<file path="src/rtl/bgd_pkg.sv">
// Shared types and constants for the button gesture detector.
package bgd_pkg;

  // Gesture codes reported on the result channel
  localparam logic [2:0] GEST_POSITION  = 3'd0;
  localparam logic [2:0] GEST_INITIAL   = 3'd1;
  localparam logic [2:0] GEST_SHORT_REL = 3'd2;
  localparam logic [2:0] GEST_LONG      = 3'd3;
  localparam logic [2:0] GEST_LONG_REL  = 3'd4;
  localparam logic [2:0] GEST_ONGOING   = 3'd5;
  localparam logic [2:0] GEST_COMPLETE  = 3'd6;

  // Input operation codes
  localparam logic OP_SAMPLE = 1'b0;
  localparam logic OP_TICK   = 1'b1;

  // Configuration register indexes
  localparam logic [1:0] CFG_LONG_PRESS_TICKS  = 2'd0;
  localparam logic [1:0] CFG_MULTI_PRESS_TICKS = 2'd1;
  localparam logic [1:0] CFG_PRESS_LIMIT       = 2'd2;

  localparam logic [15:0] LONG_PRESS_TICKS_RST  = 16'd800;
  localparam logic [15:0] MULTI_PRESS_TICKS_RST = 16'd350;
  localparam logic [3:0]  PRESS_LIMIT_RST       = 4'd2;

  // Event queue between front and back
  localparam int QDEPTH = 4;
  localparam int QAW    = $clog2(QDEPTH);

  typedef struct packed {
    logic op;
    logic pressed;
  } in_t;

  typedef struct packed {
    logic       position;
    logic [2:0] gesture;
    logic [4:0] press_count;
    logic       last_of_run;
  } out_t;

  // All results caused by one input item; r0 always valid, r1 when two is set
  typedef struct packed {
    logic two;
    out_t r0;
    out_t r1;
  } ev_t;

  typedef struct packed {
    logic full;
    logic empty;
  } q_stat_t;

endpackage

</file>
<file path="src/rtl/button_gesture_detector_core.sv">
// Top level of the button gesture detector.
//
//  channel  | handshake                | payload
//  ---------+--------------------------+-----------------------------------------
//  in       | in_valid / in_ready      | in_data  : op, pressed
//  out      | out_valid / out_ready    | out_data : position, gesture, press_count,
//           |                          |            last_of_run
//  cfg      | cfg_we (no wait)         | cfg_index, cfg_data
//
// One input item is taken per cycle while the event queue has room; its state
// update and classification finish in that cycle and the results go into a
// four-entry event queue. The output side delivers one result per cycle while
// out_ready is high, so items with two results let the output port set the rate.
// in_ready drops only while the event queue is full. Synchronous reset restores
// the register defaults and clears all gesture state; no clearing pass is needed.
module button_gesture_detector_core (
  input  logic           clk,
  input  logic           rst,
  input  logic           in_valid,
  output logic           in_ready,
  input  bgd_pkg::in_t   in_data,
  output logic           out_valid,
  input  logic           out_ready,
  output bgd_pkg::out_t  out_data,
  input  logic           cfg_we,
  input  logic [1:0]     cfg_index,
  input  logic [15:0]    cfg_data
);

  bgd_pkg::ev_t     q_wr;
  bgd_pkg::ev_t     q_rd;
  bgd_pkg::q_stat_t q_stat;
  logic             q_push;
  logic             q_pop;
  logic             acc;

  assign in_ready = !q_stat.full;
  assign acc      = in_valid && in_ready;

  bgd_front u_front (
    .clk       (clk),
    .rst       (rst),
    .cfg_we    (cfg_we),
    .cfg_index (cfg_index),
    .cfg_data  (cfg_data),
    .acc       (acc),
    .item      (in_data),
    .push      (q_push),
    .ev        (q_wr)
  );

  bgd_queue u_queue (
    .clk   (clk),
    .rst   (rst),
    .push  (q_push),
    .wdata (q_wr),
    .pop   (q_pop),
    .rdata (q_rd),
    .stat  (q_stat)
  );

  bgd_back u_back (
    .clk       (clk),
    .rst       (rst),
    .q_rd      (q_rd),
    .q_stat    (q_stat),
    .q_pop     (q_pop),
    .out_valid (out_valid),
    .out_ready (out_ready),
    .out_data  (out_data)
  );

`ifndef SYNTH
  a_pop_not_empty: assert property (@(posedge clk) disable iff (rst)
    q_pop |-> !q_stat.empty)
    else $error("event queue popped while empty");

  a_push_not_full: assert property (@(posedge clk) disable iff (rst)
    q_push |-> !q_stat.full)
    else $error("event queue pushed while full");

  a_second_follows: assert property (@(posedge clk) disable iff (rst)
    out_valid && out_ready && !out_data.last_of_run |=> out_valid)
    else $error("second result of an item not presented straight after the first");

  a_count_zero: assert property (@(posedge clk) disable iff (rst)
    out_valid && out_data.gesture != bgd_pkg::GEST_ONGOING &&
    out_data.gesture != bgd_pkg::GEST_COMPLETE |-> out_data.press_count == 5'd0)
    else $error("press count reported with a gesture that carries none");
`endif

endmodule

</file>
<file path="src/rtl/bgd_front.sv">
// Front end: configuration, gesture state, timers and result classification.
module bgd_front (
  input  logic            clk,
  input  logic            rst,
  input  logic            cfg_we,
  input  logic [1:0]      cfg_index,
  input  logic [15:0]     cfg_data,
  input  logic            acc,
  input  bgd_pkg::in_t    item,
  output logic            push,
  output bgd_pkg::ev_t    ev
);

  logic [15:0] long_press_ticks;
  logic [15:0] multi_press_ticks;
  logic [3:0]  press_limit;

  logic        synced, synced_next;
  logic        level_seen, level_seen_next;
  logic        press_active, press_active_next;
  logic        long_reported, long_reported_next;
  logic [4:0]  presses, presses_next;
  logic [15:0] hold_timer, hold_timer_next;
  logic        hold_armed, hold_armed_next;
  logic [15:0] gap_timer, gap_timer_next;
  logic        gap_armed, gap_armed_next;

  bgd_pkg::out_t ra, rb;
  logic          ra_v, rb_v;
  logic [4:0]    pn;
  logic [4:0]    sat;

  always_ff @(posedge clk) begin
    if (rst) begin
      long_press_ticks  <= bgd_pkg::LONG_PRESS_TICKS_RST;
      multi_press_ticks <= bgd_pkg::MULTI_PRESS_TICKS_RST;
      press_limit       <= bgd_pkg::PRESS_LIMIT_RST;
    end else if (cfg_we) begin
      case (cfg_index)
        bgd_pkg::CFG_LONG_PRESS_TICKS:  long_press_ticks  <= cfg_data;
        bgd_pkg::CFG_MULTI_PRESS_TICKS: multi_press_ticks <= cfg_data;
        bgd_pkg::CFG_PRESS_LIMIT:       press_limit       <= cfg_data[3:0];
        default: ;
      endcase
    end
  end

  assign sat = {1'b0, press_limit} + 5'd1;

  always_comb begin
    synced_next        = synced;
    level_seen_next    = level_seen;
    press_active_next  = press_active;
    long_reported_next = long_reported;
    presses_next       = presses;
    hold_timer_next    = hold_timer;
    hold_armed_next    = hold_armed;
    gap_timer_next     = gap_timer;
    gap_armed_next     = gap_armed;
    ra   = '0;
    rb   = '0;
    ra_v = 1'b0;
    rb_v = 1'b0;
    pn   = (presses < sat) ? presses + 5'd1 : presses;

    if (item.op == bgd_pkg::OP_TICK) begin
      if (hold_armed) begin
        if (hold_timer <= 16'd1) begin
          hold_timer_next = '0;
          hold_armed_next = 1'b0;
          if (press_active && level_seen) begin
            long_reported_next = 1'b1;
            ra_v        = 1'b1;
            ra.position = 1'b1;
            ra.gesture  = bgd_pkg::GEST_LONG;
          end
        end else begin
          hold_timer_next = hold_timer - 16'd1;
        end
      end
      if (gap_armed) begin
        if (gap_timer <= 16'd1) begin
          gap_timer_next = '0;
          gap_armed_next = 1'b0;
          presses_next   = '0;
          rb_v           = 1'b1;
          rb.gesture     = bgd_pkg::GEST_COMPLETE;
          rb.press_count = (presses <= {1'b0, press_limit}) ? presses : 5'd0;
        end else begin
          gap_timer_next = gap_timer - 16'd1;
        end
      end
    end else if (!synced) begin
      synced_next     = 1'b1;
      level_seen_next = item.pressed;
      ra_v            = 1'b1;
      ra.position     = item.pressed;
      ra.gesture      = bgd_pkg::GEST_POSITION;
    end else if (level_seen != item.pressed) begin
      level_seen_next = item.pressed;
      if (item.pressed) begin
        gap_armed_next     = 1'b0;
        gap_timer_next     = '0;
        press_active_next  = 1'b1;
        long_reported_next = 1'b0;
        presses_next       = pn;
        ra_v        = 1'b1;
        ra.position = 1'b1;
        ra.gesture  = bgd_pkg::GEST_INITIAL;
        if (pn > 5'd1) begin
          rb_v           = 1'b1;
          rb.position    = 1'b1;
          rb.gesture     = bgd_pkg::GEST_ONGOING;
          rb.press_count = pn;
        end else begin
          hold_timer_next = long_press_ticks;
          hold_armed_next = 1'b1;
        end
      end else begin
        hold_armed_next = 1'b0;
        hold_timer_next = '0;
        ra_v            = 1'b1;
        if (!press_active) begin
          ra.gesture = bgd_pkg::GEST_POSITION;
        end else begin
          press_active_next = 1'b0;
          ra.gesture = long_reported ? bgd_pkg::GEST_LONG_REL : bgd_pkg::GEST_SHORT_REL;
          if (long_reported) begin
            presses_next = '0;
          end else begin
            gap_timer_next = multi_press_ticks;
            gap_armed_next = 1'b1;
          end
        end
      end
    end
  end

  // pack the results of this item; hold result ahead of gap result
  always_comb begin
    ev = '0;
    if (ra_v) begin
      ev.r0  = ra;
      ev.r1  = rb;
      ev.two = rb_v;
    end else begin
      ev.r0  = rb;
    end
    ev.r0.last_of_run = !ev.two;
    ev.r1.last_of_run = 1'b1;
  end

  assign push = acc && (ra_v || rb_v);

  always_ff @(posedge clk) begin
    if (rst) begin
      synced        <= 1'b0;
      level_seen    <= 1'b0;
      press_active  <= 1'b0;
      long_reported <= 1'b0;
      presses       <= '0;
      hold_timer    <= '0;
      hold_armed    <= 1'b0;
      gap_timer     <= '0;
      gap_armed     <= 1'b0;
    end else if (acc) begin
      synced        <= synced_next;
      level_seen    <= level_seen_next;
      press_active  <= press_active_next;
      long_reported <= long_reported_next;
      presses       <= presses_next;
      hold_timer    <= hold_timer_next;
      hold_armed    <= hold_armed_next;
      gap_timer     <= gap_timer_next;
      gap_armed     <= gap_armed_next;
    end
  end

endmodule

</file>
<file path="src/rtl/bgd_queue.sv">
// Small event queue between the front and back ends.
module bgd_queue (
  input  logic              clk,
  input  logic              rst,
  input  logic              push,
  input  bgd_pkg::ev_t      wdata,
  input  logic              pop,
  output bgd_pkg::ev_t      rdata,
  output bgd_pkg::q_stat_t  stat
);

  bgd_pkg::ev_t            mem [bgd_pkg::QDEPTH];
  logic [bgd_pkg::QAW-1:0] wptr;
  logic [bgd_pkg::QAW-1:0] rptr;
  logic [bgd_pkg::QAW:0]   count;

  always_ff @(posedge clk) begin
    if (push) begin
      mem[wptr] <= wdata;
    end
  end

  always_ff @(posedge clk) begin
    if (rst) begin
      wptr  <= '0;
      rptr  <= '0;
      count <= '0;
    end else begin
      if (push) wptr <= wptr + (bgd_pkg::QAW)'(1);
      if (pop)  rptr <= rptr + (bgd_pkg::QAW)'(1);
      case ({push, pop})
        2'b10:   count <= count + (bgd_pkg::QAW+1)'(1);
        2'b01:   count <= count - (bgd_pkg::QAW+1)'(1);
        default: count <= count;
      endcase
    end
  end

  assign rdata      = mem[rptr];
  assign stat.full  = (count == (bgd_pkg::QAW+1)'(bgd_pkg::QDEPTH));
  assign stat.empty = (count == '0);

endmodule

</file>
<file path="src/rtl/bgd_back.sv">
// Back end: drains queued events and delivers their results one transfer at a time.
module bgd_back (
  input  logic              clk,
  input  logic              rst,
  input  bgd_pkg::ev_t      q_rd,
  input  bgd_pkg::q_stat_t  q_stat,
  output logic              q_pop,
  output logic              out_valid,
  input  logic              out_ready,
  output bgd_pkg::out_t     out_data
);

  bgd_pkg::ev_t cur;
  logic         cur_valid;
  logic         phase;
  logic         xfer;
  logic         fin;
  logic         take;

  assign xfer  = cur_valid && out_ready;
  assign fin   = xfer && (phase || !cur.two);
  assign take  = !cur_valid || fin;
  assign q_pop = take && !q_stat.empty;

  always_ff @(posedge clk) begin
    if (rst) begin
      cur_valid <= 1'b0;
      phase     <= 1'b0;
    end else if (take) begin
      cur_valid <= !q_stat.empty;
      phase     <= 1'b0;
    end else if (xfer) begin
      phase     <= 1'b1;
    end
  end

  always_ff @(posedge clk) begin
    if (q_pop) begin
      cur <= q_rd;
    end
  end

  assign out_valid = cur_valid;
  assign out_data  = phase ? cur.r1 : cur.r0;

endmodule
</file>
<file path="config.mk">
export PLATFORM = sky130hd
export DESIGN_NAME = button_gesture_detector_core
export DESIGN_NICKNAME = d
export VERILOG_FILES = /design/src/rtl/bgd_pkg.sv /design/src/rtl/button_gesture_detector_core.sv /design/src/rtl/bgd_front.sv /design/src/rtl/bgd_queue.sv /design/src/rtl/bgd_back.sv
export SDC_FILE = /design/constraint.sdc
export NUM_CORES = 1
export LEC_CHECK = 0
export BUFFER_PORTS_ARGS = -buffer_cell sky130_fd_sc_hd__buf_2
export CAP_MARGIN = 40
export CELL_PAD_IN_SITES_DETAIL_PLACEMENT = 0
export CELL_PAD_IN_SITES_GLOBAL_PLACEMENT = 1
export CORE_MARGIN = 10
export CORE_UTILIZATION = 35
export DETAILED_ROUTE_END_ITERATION = 8
export PLACE_DENSITY = 0.7
export SKIP_CTS_REPAIR_TIMING = 1
export SYNTH_ARGS = -nofsm -noshare
export SYNTH_HDL_FRONTEND = slang
export SYNTH_HIERARCHICAL = 1
export SYNTH_SLANG_ARGS = --single-unit
</file>
<file path="constraint.sdc">
create_clock -name clk -period 4.5 [get_ports clk]
set_clock_uncertainty 0.15 [all_clocks]
set_input_delay 0.675 -clock clk [delete_from_list [all_inputs] [get_ports clk]]
set_output_delay 0.675 -clock clk [all_outputs]
set_load 0.05 [all_outputs]
</file>
After elaboration in Yosys (flattened, before gate mapping)
Memory sizes are Yosys's and may differ from the RTL's. A register that Yosys moved wholly into a read port is not among the register bits.
Index checks and enable logic that the tools add are counted.
{"block": "classes", "bitwise": 1, "n_lt_le_gt_ge": 5, "n_eq_ne": 14, "muxes": 87, "n_addsub": 8, "reduce_logical": 35}
{"op": "two-way mux 16 bit", "n": 15}
{"op": "two-way mux 5 bit", "n": 10}
{"op": "two-way mux 1 bit", "n": 42}
{"op": "two-way mux 9 bit", "n": 4}
{"op": "<= comparator 16 x 1 -> 1 bit (second input constant)", "n": 2}
{"op": "subtractor 16 x 1 -> 16 bit (second input constant)", "n": 2}
{"op": "two-way mux 10 bit", "n": 3}
{"op": "two-way mux 4 bit", "n": 6}
{"op": "two-way mux 8 bit", "n": 3}
{"op": "AND reduction 7 bit", "n": 2}
{"op": "!= test 2 x 1 -> 1 bit (second input constant)", "n": 5}
{"op": "AND reduction 5 bit", "n": 2}
{"op": "two-way mux 3 bit", "n": 3}
{"op": "AND reduction 2 bit", "n": 4}
{"op": "AND reduction 4 bit", "n": 2}
{"op": "nonzero test 2 bit", "n": 4}
{"op": "logical AND 1 bit", "n": 6}
{"op": "!= test 3 bit (second input constant)", "n": 2}
{"op": "case mux 3 bit (2 select lines)", "n": 1}
{"op": "AND reduction 6 bit", "n": 1}
{"op": "nonzero test 3 bit", "n": 2}
{"op": "adder 4 x 1 -> 5 bit (second input constant)", "n": 1}
{"op": "adder 5 x 1 -> 5 bit (second input constant)", "n": 1}
{"op": "> comparator 5 x 1 -> 1 bit (second input constant)", "n": 1}
{"op": "17 further kinds", "n": 26}
{"block": "word_totals", "word_cells": 169, "reg_bits": 89, "memories": 1, "inputBits": 25, "ram_bits": 80}
{"memory": "u_queue.mem", "depth": 4, "width": 20, "rd": 1, "rd_ports_with_merged_regs": 1, "write_ports": 1, "line": "bgd_queue.sv:12", "rtl": "bgd_pkg::ev_t mem [bgd_pkg::QDEPTH];"}

Longest topological paths before layout
{"block": "depth", "word_depth": 13, "depth_mapped": 13}

Hierarchy
Netlist, hierarchy kept.
{"module": "bgd_front", "instances": 1, "area_each_um2": 4526.8, "cells_per_inst": 597}
{"module": "bgd_queue", "instances": 1, "area_each_um2": 3465.8, "cells_per_inst": 156}
{"module": "bgd_back", "instances": 1, "area_each_um2": 880.8, "cells_per_inst": 42}
{"module": "button_gesture_detector_core", "instances": 1, "area_each_um2": 10.0, "cells_per_inst": 2}

Least setup slack after synthesis
No wires, ideal clock.
{"block": "synth_timing", "path_kind": "input -> register", "startpoint": "input port out_ready", "endpoint": "register u_queue/count[2] in the netlist's numbering", "required_ns": 4.280, "n_path_buf": 0, "path_stages": 8, "path_slack_ns": 0.914, "t_arrival_ns": 3.366, "cell_sequence": "o21ai_0 a21oi_1 ha_1 inv_1 fa_1 xor2_1 or3_1 a21oi_1"}
{"block": "synth_between", "elab_chain_cells": 6, "elab_cells_between_ends": 8, "classes_between": "2 x eq/ne; 1 x mux; 5 x reduce/logical"}
{"item": "start: declaration", "line": "button_gesture_detector_core.sv:23", "rtl": "input logic out_ready,"}
{"item": "logical AND 1 bit *", "line": "bgd_back.sv:20", "rtl": "assign xfer = cur_valid && out_ready;"}
{"item": "logical AND 1 bit *", "line": "bgd_back.sv:21", "rtl": "assign fin = xfer && (phase || !cur.two);"}
{"item": "logical OR 1 bit *", "line": "bgd_back.sv:22", "rtl": "assign take = !cur_valid || fin;"}
{"item": "logical AND 1 bit *", "line": "bgd_back.sv:23", "rtl": "assign q_pop = take && !q_stat.empty;"}
{"item": "via q_pop", "line": "button_gesture_detector_core.sv:34", "rtl": "logic q_pop;"}
{"item": "== test 2 x 1 -> 1 bit / == test 2 bit (equally long branches)", "line": "bgd_queue.sv:31", "rtl": "case ({push, pop})"}
{"item": "case mux 3 bit (2 select lines) / nonzero test 2 bit (equally long branches)"}
{"item": "end signal: assignment", "line": "bgd_queue.sv:32", "rtl": "2'b10: count <= count + (bgd_pkg::QAW+1)'(1);"}
{"item": "end signal: assignment", "line": "bgd_queue.sv:33", "rtl": "2'b01: count <= count - (bgd_pkg::QAW+1)'(1);"}
{"item": "end signal: assignment", "line": "bgd_queue.sv:34", "rtl": "default: count <= count;"}
{"item": "end: declaration", "line": "bgd_queue.sv:15", "rtl": "logic [bgd_pkg::QAW:0] count;"}
Mark *: on every way through the listed nets, which the timed path passes. The rest lies on a longest branch.
A chain may end at the register's enable or synchronous reset.

Worst setup path in the final report
{"block": "layout_timing", "startpoint": "register u_front.hold_timer[0]", "endpoint": "register u_queue/count[2] in the netlist's numbering"}
{"block": "layout_between", "elab_chain_cells": 8, "elab_cells_between_ends": 10, "classes_between": "1 x order compare; 2 x eq/ne; 4 x mux; 3 x reduce/logical"}
{"item": "start: declaration", "line": "bgd_front.sv:23", "rtl": "logic [15:0] hold_timer, hold_timer_next;"}
{"item": "start signal: assignment", "line": "bgd_front.sv:172", "rtl": "hold_timer <= hold_timer_next;"}
{"item": "<= comparator 16 x 1 -> 1 bit *", "line": "bgd_front.sv:68", "rtl": "if (hold_timer <= 16'd1) begin"}
{"item": "two-way mux 1 bit *", "line": "bgd_front.sv:68"}
{"item": "two-way mux 1 bit *", "line": "bgd_front.sv:67", "rtl": "if (hold_armed) begin"}
{"item": "two-way mux 1 bit *", "line": "bgd_front.sv:66", "rtl": "if (item.op == bgd_pkg::OP_TICK) begin"}
{"item": "logical OR 1 bit *", "line": "bgd_front.sv:153", "rtl": "assign push = acc && (ra_v || rb_v);"}
{"item": "logical AND 1 bit *", "line": "bgd_front.sv:153"}
{"item": "via q_push", "line": "button_gesture_detector_core.sv:33", "rtl": "logic q_push;"}
{"item": "== test 2 x 1 -> 1 bit / == test 2 bit (equally long branches)", "line": "bgd_queue.sv:31"}
{"item": "case mux 3 bit (2 select lines) / nonzero test 2 bit (equally long branches)"}
Marked as above.

==> flow_metrics.py <==
metrics = {
    "drt": {
        "drtPass1Iterations": 5,
        "vias": 6011,
        "vias_per_cell": 5.11,
        "drc_errors": 0,
        "routedWlPerCell_um": 16.5,
        "wl_mm": 19.5,
        "drt.antenna.violating_nets": 0,
        "drtIter0Drc": 332,
    },
    "sta": {
        "tightest_slew_ns": 0.745,
        "fin_setup_tns_ns": 0,
        "rsz0062_at_grt": "no",
        "slew_violations": 0,
        "fin_hold_ws_ns": 0.309,
        "setup_violations": 0,
        "period_share_pct": 79.6,
        "hold_viol_final": 0,
        "layout_setup_ws_ns": 0.916,
        "max_freq_mhz": 279,
        "period_needed_ns": 3.58,
        "slew_headroom_pct": 50.3,
    },
    "floorplanning": {
        "core_um2": 25100,
        "rows": 58,
        "ioPinCount": 37,
        "dieArea_um2": 32200,
        "initial_core_util_pct": 35.4,
        "die_w_um": 179,
        "die_y_um": 179,
    },
    "grt": {
        "grt.total_usage_pct": 12.5,
        "grt.met2_usage_pct": 19.6,
        "antenna_found_initial": 1,
        "grtUsageMet1_pct": 17.0,
        "grt_pass1_wl_mm": 32.0,
        "grt_start_max_net_pins": 43,
        "first_global_vias": 5978,
        "use_met3_pct": 2.80,
        "gr-max-usage-layer": "met2",
        "grt-ovfl-total": 0,
    },
    "critical_path": {
        "start_kind": "flop",
        "cpMaxStageDelayCell": "dfxtp_1",
        "crit_buf_inv": 4,
        "crit_family": "compound AO/OA/AOI/OAI gates",
        "crit_path_end_kind": "flop",
        "crit_required_ns": 4.72,
        "path_class": "flop to flop",
        "crit_fanout": 7,
        "critPathArrivalTime_ns": 3.80,
        "path_cells": "inv_1 > ha_1 > o21ai_1 > nor2_1 > a31oi_1 > a21boi_0 > buf_4 > inv_1 > ha_1 > inv_1 > fa_1 > xor2_1 > or3_1 > a21oi_1",
        "critPathMaxStageDelay_ns": 0.43,
        "cpMostUsedCell": "inv_1",
    },
    "clock_network": {
        "clockBufferDepth": 2,
        "cts_tree": "yes",
        "clk_latency_ns": 0.44,
        "clock-sinks": 195,
        "cts.clk_slew.worst_paths_ns": 0.08,
        "cts_made_buffers": 17,
        "clock-root-buffer": "clkbuf_16",
        "htree_levels": 4,
    },
    "finish": {
        "final_nets": 880,
        "area_growth_pct": 13.5,
        "antennaDiodeCount": 0,
        "drive_above_1_share_pct": 16.8,
    },
    "yosys": {
        "synth-edff-count": 105,
        "synth-async-reset-ratio_pct": 0,
        "synth_flop_cell": "edfxtp_1",
        "synth_top_area_cell": "edfxtp_1",
        "synth_cells": 797,
        "yosys-top-cells-area": "edfxtp_1, dfxtp_1, mux4_2, nand2_1, nor2_1",
        "synth_area_um2": 8880,
        "synth_cell_type_count": 71,
        "syn_avg_cell_area_um2": 11.1,
        "synth_most_common_cell": "nand2_1",
        "syn-num-nets": 844,
        "ys_seq_elements": 195,
        "ys_top_cells_by_count": "nand2_1, edfxtp_1, dfxtp_1, nor2_1, a21oi_1",
        "yosysSeqAreaShare_pct": 55.8,
        "synth.top_cell.area_share_pct": 35.5,
        "ys_warn_count": 6,
    },
    "place": {
        "dp_worst_setup_slack_ns": 0.928,
        "io_buffers": 36,
        "gp_congestion": 0.787,
        "dp_hpwl_mm": 13.4,
    },
    "status": {
        "status": "completed",
    },
    "hold_path": {
        "hold_class": "flop to flop",
    },
    "power": {
        "ir_drop_mv": 0.432,
        "cellPowerDensity_nw_per_um2": 457,
        "leakage_nw": 3.53,
    },
    "run": {
        "drv_cap": 0,
    },
}
-- report_power, final --
group / internal, mW / switching (mW)
registers: 2.08 / 0.0842
logic: 0.346 / 0.547
clock network: 0.789 / 0.769
total: 3.21 / 1.40
-- layout by cell type (no fill, tap or decap), drive strengths merged, types with 3 or more instances in the layout --
cell	n
nand2	113
mux2i	6
or2	5
xnor2	8
a22o	3
a22oi	13
a32oi	6
clkbuf	18
a222oi	4
buf	57
and3	4
nor2b	7
nor2	88
nand3b	11
and2	7
mux4	21
o32ai	3
mux2	11
a211oi	7
edfxtp	105
xor2	9
nand2b	7
clkinv	7
ha	21
nor4	5
dfxtp	90
a311oi	3
nand3	9
nor3	23
o21ai	36
a21oi	64
or3	5
a221oi	3
o31ai	6
inv	29
-- sequential cells by signal (all words and copies together) (netlist names), named ones only --
name	flops
u_back/cur	21
u_back/out_valid	1
u_back/phase	1
u_front/gap_armed	1
u_front/gap_timer	16
u_front/hold_armed	1
u_front/hold_timer	16
u_front/level_seen	1
u_front/long_press_ticks	16
u_front/long_reported	1
u_front/multi_press_ticks	16
u_front/press_active	1
u_front/press_limit	4
u_front/presses	5
u_front/synced	1
u_queue/count	3
u_queue/mem	84
u_queue/rptr	2
u_queue/wptr	2
-- worst paths after layout --
| path | depth (start not counted) | slack (ns) | endpoint | start |
|---|---|---|---|---|
| min | 2 | 0.31 | u_front/long_press_ticks[13]$_SDFFE_PP0P_ | u_front/long_press_ticks[13]$_SDFFE_PP0P_ |
| max | 14 | 0.92 | u_queue/count[2]$_SDFFE_PP0P_ | u_front/hold_timer[0]$_SDFFE_PP0P_ |
| min reg2reg | 2 | 0.31 | u_front/long_press_ticks[13]$_SDFFE_PP0P_ | u_front/long_press_ticks[13]$_SDFFE_PP0P_ |
| max reg2reg | 14 | 0.92 | u_queue/count[2]$_SDFFE_PP0P_ | u_front/hold_timer[0]$_SDFFE_PP0P_ |
-- logic make-up after synthesis --
| kind of cell | count (synthesis) | synth area share (%) |
|---|---|---|
| AND/OR/NAND/NOR | 295 | 15.7 |
| flip-flops | 195 | 55.8 |
| AO/OA/AOI/OAI | 166 | 12.4 |
| buffers and inverters | 62 | 3.28 |
| multiplexers | 38 | 7.86 |
| adder cells (fa/ha/maj) | 22 | 3.18 |
| XOR/XNOR | 17 | 1.68 |
| other | 2 | 0.0845 |
-- tightest hold or removal path: cells and delay by family, from the launching register on --
family	cells	cell delay, ns
simple gates	1	0.05
flops	1	0.31
compound gates	1	0.05
-- stage by stage --
| step | power, mW | cells | area, um2 | utilization [%] |
|---|---|---|---|---|
| 2_1_floorplan | 2.89 | 797 | 8880 | - |
| 4_1_cts | 4.67 | 1176 | 10100 | 40.2 |
| 3_5_place_dp | 3.11 | 1144 | 9460 | 37.7 |
| 6_report | 4.61 | 1176 | 10100 | 40.2 |
| 5_1_grt | 4.83 | 1176 | 10100 | 40.2 |
| 3_3_place_gp | 3.09 | 1139 | 9390 | 37.4 |
-- metal layers --
metal	part of all wire, %	up-vias
li1	-	2978
met1	48	2870
met2	46	142
met3	4.8	19
met4	1.2	2
met5	0.062	-
-- cell type report --
type | count | area (um2)
Clock buffer | 18 | 450
Clock inverter | 14 | 175
Fill cell | 2493 | 15000
Inverter | 22 | 82.6
Multi-Input combinational cell | 540 | 3640
Sequential cell | 195 | 4950
Tap cell | 330 | 413
Timing Repair Buffer | 57 | 370
Note: power is estimated with default switching activity, not from simulation.
